==> src/rtl/fpa_pkg.sv <==
// ----------------------------------------------------------------------------
// fpa_pkg
// Shared constants, codes and controller/datapath handshake types for the
// flash page assembler.
// ----------------------------------------------------------------------------
package fpa_pkg;

	localparam int PAGE_BYTES = 256;
	localparam int BEAT_BYTES = 8;
	localparam int NUM_BEATS  = PAGE_BYTES / BEAT_BYTES;
	localparam int BEAT_W     = BEAT_BYTES * 8;
	localparam int PAGE_BITS  = $clog2(PAGE_BYTES);
	localparam int BEAT_BITS  = $clog2(BEAT_BYTES);
	localparam int IDX_W      = (NUM_BEATS > 1) ? $clog2(NUM_BEATS) : 1;

	localparam int ADDR_W      = 32;
	localparam int CAP_W       = 33;
	localparam int CNT_W       = 32;
	localparam int WORD_W      = 64;
	localparam int IN_TDATA_W  = 40;
	localparam int OUT_TDATA_W = 200;
	localparam int TUSER_W     = 8;

	localparam logic [7:0]       ERASED        = 8'hFF;
	localparam logic [CAP_W-1:0] CAPACITY_RST  = 33'd1048576;

	typedef logic [2:0] opcode_t;
	localparam opcode_t OP_DATA  = 3'd0;
	localparam opcode_t OP_END   = 3'd1;
	localparam opcode_t OP_FLUSH = 3'd2;
	localparam opcode_t OP_BAD   = 3'd3;
	localparam opcode_t OP_BEGIN = 3'd4;

	typedef logic [2:0] status_t;
	localparam status_t ST_OK          = 3'd0;
	localparam status_t ST_COMPLETE    = 3'd1;
	localparam status_t ST_NOT_STARTED = 3'd2;
	localparam status_t ST_BAD_RECORD  = 3'd3;
	localparam status_t ST_BELOW_BASE  = 3'd4;
	localparam status_t ST_TOO_LARGE   = 3'd5;
	localparam status_t ST_ABORTED     = 3'd6;

	localparam logic CFG_BASE     = 1'b0;
	localparam logic CFG_CAPACITY = 1'b1;

	typedef struct packed {
		logic    capture;
		logic    check;
		logic    range;
		logic    start;
		logic    set_sticky;
		status_t sticky_code;
		logic    count_byte;
		logic    emit_start;
		logic    beat_next;
		logic    clear_dirty;
		logic    sel_byte;
		logic    open_page;
		logic    write_byte;
		logic    load_beat;
		logic    load_close;
		status_t close_status;
	} cmd_t;

	typedef struct packed {
		opcode_t op;
		logic    started;
		logic    aborted;
		logic    dirty;
		logic    below;
		logic    too_large;
		logic    page_change;
		logic    beat_last;
		logic    slot_free;
	} sts_t;

endpackage

==> src/rtl/flash_page_assembler_core.sv <==
// ----------------------------------------------------------------------------
// flash_page_assembler_core
// Collects addressed image bytes into an erased page buffer and sends each
// finished page as a run of beats, followed by one closing status result.
//
//   channel  dir  transfer when          contents
//   s_axis   in   tvalid & tready        opcode, byte address, byte value
//   m_axis   out  tvalid & tready        status, page beat, counters, tlast
//   cfg      in   cfg_valid & cfg_ready  register index, write data
//
// Each command is captured, checked against base and capacity, and evaluated;
// a data byte adds a page RAM read and a write, and a page is sent as 32
// beats, each a registered page RAM read and then an output register load.
// Reset clears the control state; page buffer contents are invalidated by
// per-beat valid bits, so no clearing pass is needed.
// A stalled m_axis holds the sequencer only when it has a result to send;
// s_axis is taken again as soon as the closing result is registered.
// ----------------------------------------------------------------------------
module flash_page_assembler_core (
	input  logic                            clk,
	input  logic                            arst_n,
	input  logic                            s_axis_tvalid,
	output logic                            s_axis_tready,
	// byte_address [31:0], byte_value [39:32]
	input  logic [fpa_pkg::IN_TDATA_W-1:0]  s_axis_tdata,
	// opcode [2:0]
	input  logic [fpa_pkg::TUSER_W-1:0]     s_axis_tuser,
	output logic                            m_axis_tvalid,
	input  logic                            m_axis_tready,
	// emitted_page_offset [31:0], page_word [95:32], image_extent [128:96],
	// bytes_placed [160:129], pages_emitted [192:161]
	output logic [fpa_pkg::OUT_TDATA_W-1:0] m_axis_tdata,
	// status [2:0], page_beat [3]
	output logic [fpa_pkg::TUSER_W-1:0]     m_axis_tuser,
	output logic                            m_axis_tlast,
	input  logic                            cfg_valid,
	output logic                            cfg_ready,
	input  logic                            cfg_index,
	input  logic [fpa_pkg::CAP_W-1:0]       cfg_data
);

	fpa_pkg::cmd_t cmd;
	fpa_pkg::sts_t sts;

	assign cfg_ready = 1'b1;

	fpa_ctrl u_ctrl (
		.clk     (clk),
		.arst_n  (arst_n),
		.in_valid(s_axis_tvalid),
		.in_ready(s_axis_tready),
		.sts     (sts),
		.cmd     (cmd)
	);

	fpa_datapath u_datapath (
		.clk       (clk),
		.arst_n    (arst_n),
		.cfg_valid (cfg_valid),
		.cfg_index (cfg_index),
		.cfg_data  (cfg_data),
		.in_tdata  (s_axis_tdata),
		.in_tuser  (s_axis_tuser),
		.cmd       (cmd),
		.sts       (sts),
		.out_tvalid(m_axis_tvalid),
		.out_tready(m_axis_tready),
		.out_tdata (m_axis_tdata),
		.out_tuser (m_axis_tuser),
		.out_tlast (m_axis_tlast)
	);

endmodule

==> src/rtl/fpa_ram.sv <==
// ----------------------------------------------------------------------------
// fpa_ram
// Generic single write port, single read port RAM with registered read data.
// ----------------------------------------------------------------------------
module fpa_ram #(
	parameter int WIDTH = 64,
	parameter int DEPTH = 32
) (
	input  logic                                  clk,
	input  logic                                  we,
	input  logic [((DEPTH > 1) ? $clog2(DEPTH) : 1)-1:0] waddr,
	input  logic [WIDTH-1:0]                      wdata,
	input  logic [((DEPTH > 1) ? $clog2(DEPTH) : 1)-1:0] raddr,
	output logic [WIDTH-1:0]                      rdata
);

	logic [WIDTH-1:0] mem [DEPTH];
	logic [WIDTH-1:0] rdata_q;

	always_ff @(posedge clk) begin
		if (we) begin
			mem[waddr] <= wdata;
		end
		rdata_q <= mem[raddr];
	end

	assign rdata = rdata_q;

endmodule

==> src/rtl/fpa_datapath.sv <==
// ----------------------------------------------------------------------------
// fpa_datapath
// Configuration registers, range checks, page buffer with per-beat valid
// bits, progress counters and the output register.
// ----------------------------------------------------------------------------
module fpa_datapath (
	input  logic                               clk,
	input  logic                               arst_n,
	input  logic                               cfg_valid,
	input  logic                               cfg_index,
	input  logic [fpa_pkg::CAP_W-1:0]          cfg_data,
	input  logic [fpa_pkg::IN_TDATA_W-1:0]     in_tdata,
	input  logic [fpa_pkg::TUSER_W-1:0]        in_tuser,
	input  fpa_pkg::cmd_t                      cmd,
	output fpa_pkg::sts_t                      sts,
	output logic                               out_tvalid,
	input  logic                               out_tready,
	output logic [fpa_pkg::OUT_TDATA_W-1:0]    out_tdata,
	output logic [fpa_pkg::TUSER_W-1:0]        out_tuser,
	output logic                               out_tlast
);

	localparam int PB = fpa_pkg::PAGE_BITS;
	localparam int BW = fpa_pkg::BEAT_W;
	localparam int IW = fpa_pkg::IDX_W;

	logic [fpa_pkg::ADDR_W-1:0] base_q;
	logic [fpa_pkg::CAP_W-1:0]  cap_q;

	fpa_pkg::opcode_t           op_q;
	logic [fpa_pkg::ADDR_W-1:0] addr_q;
	logic [7:0]                 val_q;
	logic                       below_q;
	logic [fpa_pkg::ADDR_W-1:0] offset_q;
	logic                       too_large_q;
	logic [fpa_pkg::CAP_W-1:0]  ext_cand_q;
	logic                       pchange_q;

	logic                       started_q;
	fpa_pkg::status_t           sticky_q;
	logic                       dirty_q;
	logic [fpa_pkg::ADDR_W-1:0] cur_page_q;
	logic [fpa_pkg::CAP_W-1:0]  ext_q;
	logic [fpa_pkg::CNT_W-1:0]  bytes_q;
	logic [fpa_pkg::CNT_W-1:0]  pages_q;
	logic [IW-1:0]              beat_q;
	logic [fpa_pkg::NUM_BEATS-1:0] valid_q;

	logic                       out_valid_q;
	fpa_pkg::status_t           out_status_q;
	logic                       out_beat_q;
	logic [fpa_pkg::ADDR_W-1:0] out_ofs_q;
	logic [BW-1:0]              out_word_q;
	logic [fpa_pkg::CAP_W-1:0]  out_ext_q;
	logic [fpa_pkg::CNT_W-1:0]  out_bytes_q;
	logic [fpa_pkg::CNT_W-1:0]  out_pages_q;
	logic                       out_last_q;

	logic [fpa_pkg::CAP_W-1:0]  diff;
	logic [fpa_pkg::ADDR_W-1:0] pofs;
	logic [PB-1:0]              pidx;
	logic [IW-1:0]              byte_beat;
	logic [PB+2:0]              lane_sh;
	logic [IW-1:0]              raddr;
	logic [BW-1:0]              rdata;
	logic [BW-1:0]              old_word;
	logic [BW-1:0]              merged;
	logic [BW-1:0]              beat_word;
	logic                       slot_free;

	assign diff      = {1'b0, addr_q} - {1'b0, base_q};
	assign pofs      = {offset_q[fpa_pkg::ADDR_W-1:PB], {PB{1'b0}}};
	assign pidx      = offset_q[PB-1:0];
	assign byte_beat = IW'(pidx >> fpa_pkg::BEAT_BITS);
	assign lane_sh   = {pidx & PB'(fpa_pkg::BEAT_BYTES - 1), 3'b000};
	assign raddr     = cmd.sel_byte ? byte_beat : beat_q;
	assign old_word  = valid_q[byte_beat] ? rdata : {fpa_pkg::BEAT_BYTES{fpa_pkg::ERASED}};
	assign merged    = (old_word & ~(BW'(8'hFF) << lane_sh)) | (BW'(val_q) << lane_sh);
	assign beat_word = valid_q[beat_q] ? rdata : {fpa_pkg::BEAT_BYTES{fpa_pkg::ERASED}};
	assign slot_free = !out_valid_q || out_tready;

	fpa_ram #(
		.WIDTH(BW),
		.DEPTH(fpa_pkg::NUM_BEATS)
	) u_page_ram (
		.clk  (clk),
		.we   (cmd.write_byte),
		.waddr(byte_beat),
		.wdata(merged),
		.raddr(raddr),
		.rdata(rdata)
	);

	// configuration
	always_ff @(posedge clk or negedge arst_n) begin
		if (!arst_n) begin
			base_q <= '0;
			cap_q  <= fpa_pkg::CAPACITY_RST;
		end else if (cfg_valid) begin
			case (cfg_index)
				fpa_pkg::CFG_BASE:     base_q <= cfg_data[fpa_pkg::ADDR_W-1:0];
				fpa_pkg::CFG_CAPACITY: cap_q  <= cfg_data;
				default:               base_q <= base_q;
			endcase
		end
	end

	// item capture and range checks
	always_ff @(posedge clk) begin
		if (cmd.capture) begin
			op_q   <= in_tuser[2:0];
			addr_q <= in_tdata[fpa_pkg::ADDR_W-1:0];
			val_q  <= in_tdata[fpa_pkg::ADDR_W+7:fpa_pkg::ADDR_W];
		end
		if (cmd.check) begin
			below_q  <= diff[fpa_pkg::ADDR_W];
			offset_q <= diff[fpa_pkg::ADDR_W-1:0];
		end
		if (cmd.range) begin
			too_large_q <= {1'b0, offset_q} >= cap_q;
			ext_cand_q  <= {1'b0, offset_q} + 33'd1;
			pchange_q   <= pofs != cur_page_q;
		end
	end

	// image state
	always_ff @(posedge clk or negedge arst_n) begin
		if (!arst_n) begin
			started_q  <= 1'b0;
			sticky_q   <= fpa_pkg::ST_OK;
			dirty_q    <= 1'b0;
			cur_page_q <= '0;
			ext_q      <= '0;
			bytes_q    <= '0;
			pages_q    <= '0;
			beat_q     <= '0;
			valid_q    <= '0;
		end else if (cmd.start) begin
			started_q  <= 1'b1;
			sticky_q   <= fpa_pkg::ST_OK;
			dirty_q    <= 1'b0;
			cur_page_q <= '0;
			ext_q      <= '0;
			bytes_q    <= '0;
			pages_q    <= '0;
			valid_q    <= '0;
		end else begin
			if (cmd.set_sticky) begin
				sticky_q <= cmd.sticky_code;
			end
			if (cmd.count_byte) begin
				bytes_q <= bytes_q + 32'd1;
				if (ext_cand_q > ext_q) begin
					ext_q <= ext_cand_q;
				end
			end
			if (cmd.emit_start) begin
				pages_q <= pages_q + 32'd1;
				beat_q  <= '0;
			end
			if (cmd.beat_next) begin
				beat_q <= beat_q + IW'(1);
			end
			if (cmd.clear_dirty) begin
				dirty_q <= 1'b0;
			end
			if (cmd.open_page) begin
				cur_page_q <= pofs;
				valid_q    <= '0;
			end
			if (cmd.write_byte) begin
				valid_q[byte_beat] <= 1'b1;
				dirty_q            <= 1'b1;
			end
		end
	end

	// output register
	always_ff @(posedge clk or negedge arst_n) begin
		if (!arst_n) begin
			out_valid_q <= 1'b0;
		end else if (cmd.load_beat || cmd.load_close) begin
			out_valid_q <= 1'b1;
		end else if (out_tready) begin
			out_valid_q <= 1'b0;
		end
	end

	always_ff @(posedge clk) begin
		if (cmd.load_beat || cmd.load_close) begin
			out_ext_q   <= ext_q;
			out_bytes_q <= bytes_q;
			out_pages_q <= pages_q;
		end
		if (cmd.load_beat) begin
			out_status_q <= fpa_pkg::ST_OK;
			out_beat_q   <= 1'b1;
			out_ofs_q    <= cur_page_q;
			out_word_q   <= beat_word;
			out_last_q   <= 1'b0;
		end else if (cmd.load_close) begin
			out_status_q <= cmd.close_status;
			out_beat_q   <= 1'b0;
			out_ofs_q    <= '0;
			out_word_q   <= '0;
			out_last_q   <= 1'b1;
		end
	end

	assign out_tvalid = out_valid_q;
	assign out_tlast  = out_last_q;
	assign out_tuser  = {4'b0000, out_beat_q, out_status_q};
	assign out_tdata  = {7'b0, out_pages_q, out_bytes_q, out_ext_q,
		fpa_pkg::WORD_W'(out_word_q), out_ofs_q};

	assign sts.op          = op_q;
	assign sts.started     = started_q;
	assign sts.aborted     = sticky_q != fpa_pkg::ST_OK;
	assign sts.dirty       = dirty_q;
	assign sts.below       = below_q;
	assign sts.too_large   = too_large_q;
	assign sts.page_change = pchange_q;
	assign sts.beat_last   = beat_q == IW'(fpa_pkg::NUM_BEATS - 1);
	assign sts.slot_free   = slot_free;

endmodule

==> src/rtl/fpa_ctrl.sv <==
// ----------------------------------------------------------------------------
// fpa_ctrl
// Sequencer: decodes each command, steps the page emission and the
// read-modify-write of a placed byte, and issues the closing result.
// ----------------------------------------------------------------------------
module fpa_ctrl (
	input  logic          clk,
	input  logic          arst_n,
	input  logic          in_valid,
	output logic          in_ready,
	input  fpa_pkg::sts_t sts,
	output fpa_pkg::cmd_t cmd
);

	typedef enum logic [3:0] {
		S_IDLE,
		S_CHECK,
		S_RANGE,
		S_EVAL,
		S_READ,
		S_BEAT,
		S_PLACE,
		S_WRITE,
		S_CLOSE
	} state_t;

	state_t           state_q;
	state_t           state_d;
	fpa_pkg::status_t status_q;
	fpa_pkg::status_t status_d;

	always_comb begin
		cmd              = '0;
		cmd.close_status = status_q;
		state_d          = state_q;
		status_d         = status_q;
		in_ready         = 1'b0;
		case (state_q)
			S_IDLE: begin
				in_ready    = 1'b1;
				cmd.capture = in_valid;
				if (in_valid) begin
					state_d = S_CHECK;
				end
			end
			S_CHECK: begin
				cmd.check = 1'b1;
				state_d   = S_RANGE;
			end
			S_RANGE: begin
				cmd.range = 1'b1;
				state_d   = S_EVAL;
			end
			S_EVAL: begin
				state_d  = S_CLOSE;
				status_d = fpa_pkg::ST_OK;
				if (sts.op == fpa_pkg::OP_BEGIN) begin
					cmd.start = 1'b1;
				end else if (!(sts.op inside {[fpa_pkg::OP_DATA:fpa_pkg::OP_BAD]})) begin
					status_d = fpa_pkg::ST_OK;
				end else if (!sts.started) begin
					status_d = fpa_pkg::ST_NOT_STARTED;
				end else if (sts.aborted) begin
					status_d = fpa_pkg::ST_ABORTED;
				end else begin
					case (sts.op)
						fpa_pkg::OP_DATA: begin
							if (sts.below) begin
								cmd.set_sticky  = 1'b1;
								cmd.sticky_code = fpa_pkg::ST_BELOW_BASE;
								status_d        = fpa_pkg::ST_BELOW_BASE;
							end else if (sts.too_large) begin
								cmd.set_sticky  = 1'b1;
								cmd.sticky_code = fpa_pkg::ST_TOO_LARGE;
								status_d        = fpa_pkg::ST_TOO_LARGE;
							end else begin
								cmd.count_byte = 1'b1;
								if (sts.dirty && sts.page_change) begin
									cmd.emit_start = 1'b1;
									state_d        = S_READ;
								end else begin
									state_d = S_PLACE;
								end
							end
						end
						fpa_pkg::OP_END, fpa_pkg::OP_FLUSH: begin
							status_d = (sts.op == fpa_pkg::OP_END) ?
								fpa_pkg::ST_COMPLETE : fpa_pkg::ST_OK;
							if (sts.dirty) begin
								cmd.emit_start = 1'b1;
								state_d        = S_READ;
							end
						end
						default: begin
							cmd.set_sticky  = 1'b1;
							cmd.sticky_code = fpa_pkg::ST_BAD_RECORD;
							status_d        = fpa_pkg::ST_BAD_RECORD;
						end
					endcase
				end
			end
			S_READ: begin
				state_d = S_BEAT;
			end
			S_BEAT: begin
				if (sts.slot_free) begin
					cmd.load_beat = 1'b1;
					if (sts.beat_last) begin
						cmd.clear_dirty = 1'b1;
						state_d = (sts.op == fpa_pkg::OP_DATA) ? S_PLACE : S_CLOSE;
					end else begin
						cmd.beat_next = 1'b1;
						state_d       = S_READ;
					end
				end
			end
			S_PLACE: begin
				cmd.sel_byte  = 1'b1;
				cmd.open_page = !sts.dirty;
				state_d       = S_WRITE;
			end
			S_WRITE: begin
				cmd.sel_byte   = 1'b1;
				cmd.write_byte = 1'b1;
				state_d        = S_CLOSE;
			end
			S_CLOSE: begin
				if (sts.slot_free) begin
					cmd.load_close = 1'b1;
					state_d        = S_IDLE;
				end
			end
			default: begin
				state_d = S_IDLE;
			end
		endcase
	end

	always_ff @(posedge clk or negedge arst_n) begin
		if (!arst_n) begin
			state_q  <= S_IDLE;
			status_q <= fpa_pkg::ST_OK;
		end else begin
			state_q  <= state_d;
			status_q <= status_d;
		end
	end

endmodule

==> config.mk <==
export PLATFORM = sky130hd
export DESIGN_NAME = flash_page_assembler_core
export DESIGN_NICKNAME = d
export VERILOG_FILES = /design/src/rtl/fpa_pkg.sv /design/src/rtl/flash_page_assembler_core.sv /design/src/rtl/fpa_ram.sv /design/src/rtl/fpa_datapath.sv /design/src/rtl/fpa_ctrl.sv
export SDC_FILE = /design/constraint.sdc
export NUM_CORES = 2
export LEC_CHECK = 0
export ABC_CLOCK_PERIOD_IN_PS = 10600
export BUFFER_PORTS_ARGS = -buffer_cell sky130_fd_sc_hd__buf_2
export CAP_MARGIN = 10
export CORE_ASPECT_RATIO = 0.9
export CORE_UTILIZATION = 60
export CTS_BUF_LIST = sky130_fd_sc_hd__clkbuf_8 sky130_fd_sc_hd__clkbuf_16
export DETAILED_ROUTE_END_ITERATION = 7
export PLACE_DENSITY = 0.88
export RECOVER_POWER = 25
export SLEW_MARGIN = 30
export SYNTH_ARGS = -nofsm -noshare
export SYNTH_HDL_FRONTEND = slang
export SYNTH_SLANG_ARGS = --single-unit
==> constraint.sdc <==
create_clock -name clk -period 10.6 [get_ports clk]
set_clock_uncertainty 0.05 [all_clocks]
set_input_delay 2.12 -clock clk [delete_from_list [all_inputs] [get_ports clk]]
set_output_delay 2.12 -clock clk [all_outputs]
set_load 0.005 [all_outputs]
==> flow_summary.ini <==
[layout]
final_util_pct = 68.1
nets = 6148
synthToLayoutAreaGrowth_pct = 12.7
final_cell_mix = edfxtp_1, mux4_2, nor2_1
final_common_cell = edfxtp_1
drive_gt1_share_pct = 23.4
fin_area_sq_um = 117000

[sta]
tns_ps = 0
rsz0062_at_grt = false
hold_viol_final = 0
maxSlewHeadroom_pct = -229
tightest_slew_ps = 4940
finalSetupViolCount = 0
fin_ws_ps = 3510
fmax_ghz = 0.141
finalCritPeriodShare_pct = 66.9
period_minus_slack_ps = 7090
slew_viol_final = 992

[floorplanning]
initial_core_util_pct = 60.5
die_h_um = 396
io_pins = 299
fp.dieArea_sq_um = 174000
core_area_sq_um = 171000
die_w_um = 440
rows = 144

[yosys]
synth_area_sq_um = 103000
synth_top_area_cell = edfxtp_1
ys_seq_area_share_pct = 75.1
syn_inst = 5512
synthFlopType = edfxtp_1
ys_types = 74
netlist_top_cells_area = edfxtp_1, mux4_2, dfrtp_1
ys_warn_count = 0
synth_top_area_share_pct = 68.0
avgSynthCellArea_sq_um = 18.8
yosys_register_bits = 2649
async_reset_ff_share_pct = 8.91
synth_edf_count = 2344

[placed_design]
dp_hpwl_mm = 157
port_buffers = 273
place_congestion = 0.925
postPlaceCellArea_sq_um = 108000
preCtsSetupSlack_ps = 6020

[critical_path]
crit_required_ps = 11090
cp_data_arrival_time_ps = 7580
r2r_setup_slack_ps = 3830
ff2ff_path_depth = 7
crit_fanout = 74
regToRegStartpoint = u_ctrl.state_q[2]$_DFFE_PN0P_
crit_path_start = m_axis_tready
worst-setup-path-type = input port to flop
crit_path_end_kind = flop
endpoint = u_datapath.out_word_q[22]$_SDFFCE_PN0P_
startpoint_type = input port
worstReg2RegEnd = u_datapath.out_word_q[22]$_SDFFCE_PN0P_

[run_status]
status = finished with violations
violations = capacitance limit, slew limit

[grt]
grt_max_degree = 147
grt_pass1_vias = 62000
grt_usage_pct = 36.2
grt_remaining_overflow = 0
grt_pass1_wl_mm = 443
antenna_found_initial = 29

[worst_hold_path]
hold_class = flop to flop

[clock_tree]
clock_sinks = 2649
postCtsHoldBufs = 0
cts_setup_buffers = 0
cts_root_buffer = clkbuf_16
clk_pin_slew_ps = 70
cts_buffers = 236
insertion_delay_ps = 890
cts_resized = 0
cts_tree = done
clk_path_buf_depth = 3
htree_num_levels = 4

[power_and_ir_drop]
vdd_drop_max_mv = 0.226
power_density_nw_per_um2 = 237
leakage_nw = 38.7

[routing]
wl_per_cell_um = 38.0
via_per_inst = 7.42
vias = 62800
ant_nets = 0
wl_mm = 322
drt_iter0_markers = 11800
drc = 0
firstDrtPassIters = 7

[job]
max_cap_viol_count = 32
## critical path: stages
cell	delay [ps]
buf_2	90
nor2b_1	100
nor2_4	130
clkbuf_1	2710
clkbuf_1	1960
buf_12	300
## layout make-up
type / count / area [sq um]
sequential: 2649 / 77700
tap: 2263 / 2830
inverter: 133 / 499
multi-input combinational: 2463 / 24300
antenna: 27 / 67.6
timing repair buffer: 470 / 2920
clock inverter: 195 / 2100
clock buffer: 257 / 6250
fill: 9620 / 54600
## through the flow
stage | std cells | total power, mW | hold slack, ps
2_1_floorplan | 5530 | 16.6 | 373
3_3_place_gp | 7970 | 17.8 | 389
3_5_place_dp | 7974 | 18.1 | 397
4_1_cts | 8426 | 27.4 | 410
5_1_grt | 8444 | 28.3 | 428
6_report | 8457 | 27.7 | 413
## registers in the layout, indices dropped and copies added, names as in the netlist, 4 cells and up
signal	count
u_datapath.bytes_q	32
u_datapath.ext_cand_q	33
u_datapath.out_word_q	64
u_datapath.cur_page_q	24
u_datapath.val_q	8
u_datapath.u_page_ram.mem	2048
u_datapath.out_ext_q	33
u_datapath.valid_q	32
u_datapath.pages_q	32
u_datapath.out_pages_q	32
u_datapath.beat_q	5
u_ctrl.state_q	4
u_datapath.u_page_ram.rdata	64
u_datapath.offset_q	32
u_datapath.addr_q	32
u_datapath.out_ofs_q	24
u_datapath.cap_q	33
u_datapath.ext_q	33
u_datapath.base_q	32
u_datapath.out_bytes_q	32
## per-layer routing
metal / track usage (%) / routed length, um
met3: 10.2 / 48800
met4: 26.3 / 30100
met2: 55.3 / 147000
met5: 0 / 80
met1: 44.5 / 95600
## worst min path at each step
| stage | start | end | slack [ps] | depth (start not counted) |
|---|---|---|---|---|
| global route | u_datapath.ext_q[2]$_DFFE_PN0P_ | u_datapath.out_ext_q[2]$_DFFE_PP_ | 430 | 0 |
| detailed placement | u_datapath.out_beat_q$_SDFFE_PP1P_ | u_datapath.out_beat_q$_SDFFE_PP1P_ | 400 | 2 |
| floorplan | u_datapath.out_beat_q$_SDFFE_PP1P_ | u_datapath.out_beat_q$_SDFFE_PP1P_ | 370 | 2 |
| CTS | u_datapath.out_beat_q$_SDFFE_PP1P_ | u_datapath.out_beat_q$_SDFFE_PP1P_ | 410 | 2 |
| finish | u_datapath.out_beat_q$_SDFFE_PP1P_ | u_datapath.out_beat_q$_SDFFE_PP1P_ | 410 | 2 |
| global placement | u_datapath.out_beat_q$_SDFFE_PP1P_ | u_datapath.out_beat_q$_SDFFE_PP1P_ | 390 | 2 |
## report_power, final
group | switching [mW] | total (mW) | internal, mW
registers | 0.533 | 13.1 | 12.5
logic | 3.17 | 5.25 | 2.08
clock network | 4.14 | 9.33 | 5.19
total | 7.85 | 27.7 | 19.8
## Yosys cell counts (5+ instances only)
master	count
mux2_2	37
a21o_1	54
nand3_1	87
mux4_1	7
dfxtp_1	69
clkbuf_1	137
nor4_1	11
dfrtp_1	235
nand3b_1	7
o211ai_1	6
nor3b_1	6
xor2_1	65
o31ai_1	6
nor2b_1	19
nand2b_1	9
xnor2_1	63
inv_1	133
or3_1	22
o21ai_0	168
o2111ai_1	5
and3_1	20
edfxtp_1	2344
nand4_1	102
a22oi_1	255
nor2_2	31
nor2_1	318
buf_2	68
mux4_2	521
buf_4	27
nor3_1	31
buf_6	12
a211oi_1	9
and4_1	10
mux2i_1	6
nand2_1	230
o21a_1	11
o21ai_1	16
a31oi_1	9
ha_1	107
a21oi_1	87
a22o_1	24
buf_1	39
and2_1	37
## cells by family (layout without fill, tap and decap cells)
group	Yosys count	in the layout	synth area share, %
DFF	2649	2649	75.1
and+or+nand+nor	960	960	4.44
AOI/OAI and AO/OA	675	675	4.28
muxes	572	572	12.0
buffers and inverters	418	1055	1.81
xor gates and xnor gates	128	128	1.08
adders and majority gates	108	108	1.31
other	2	47	0.00726
Power figures use the tool's default switching activity.
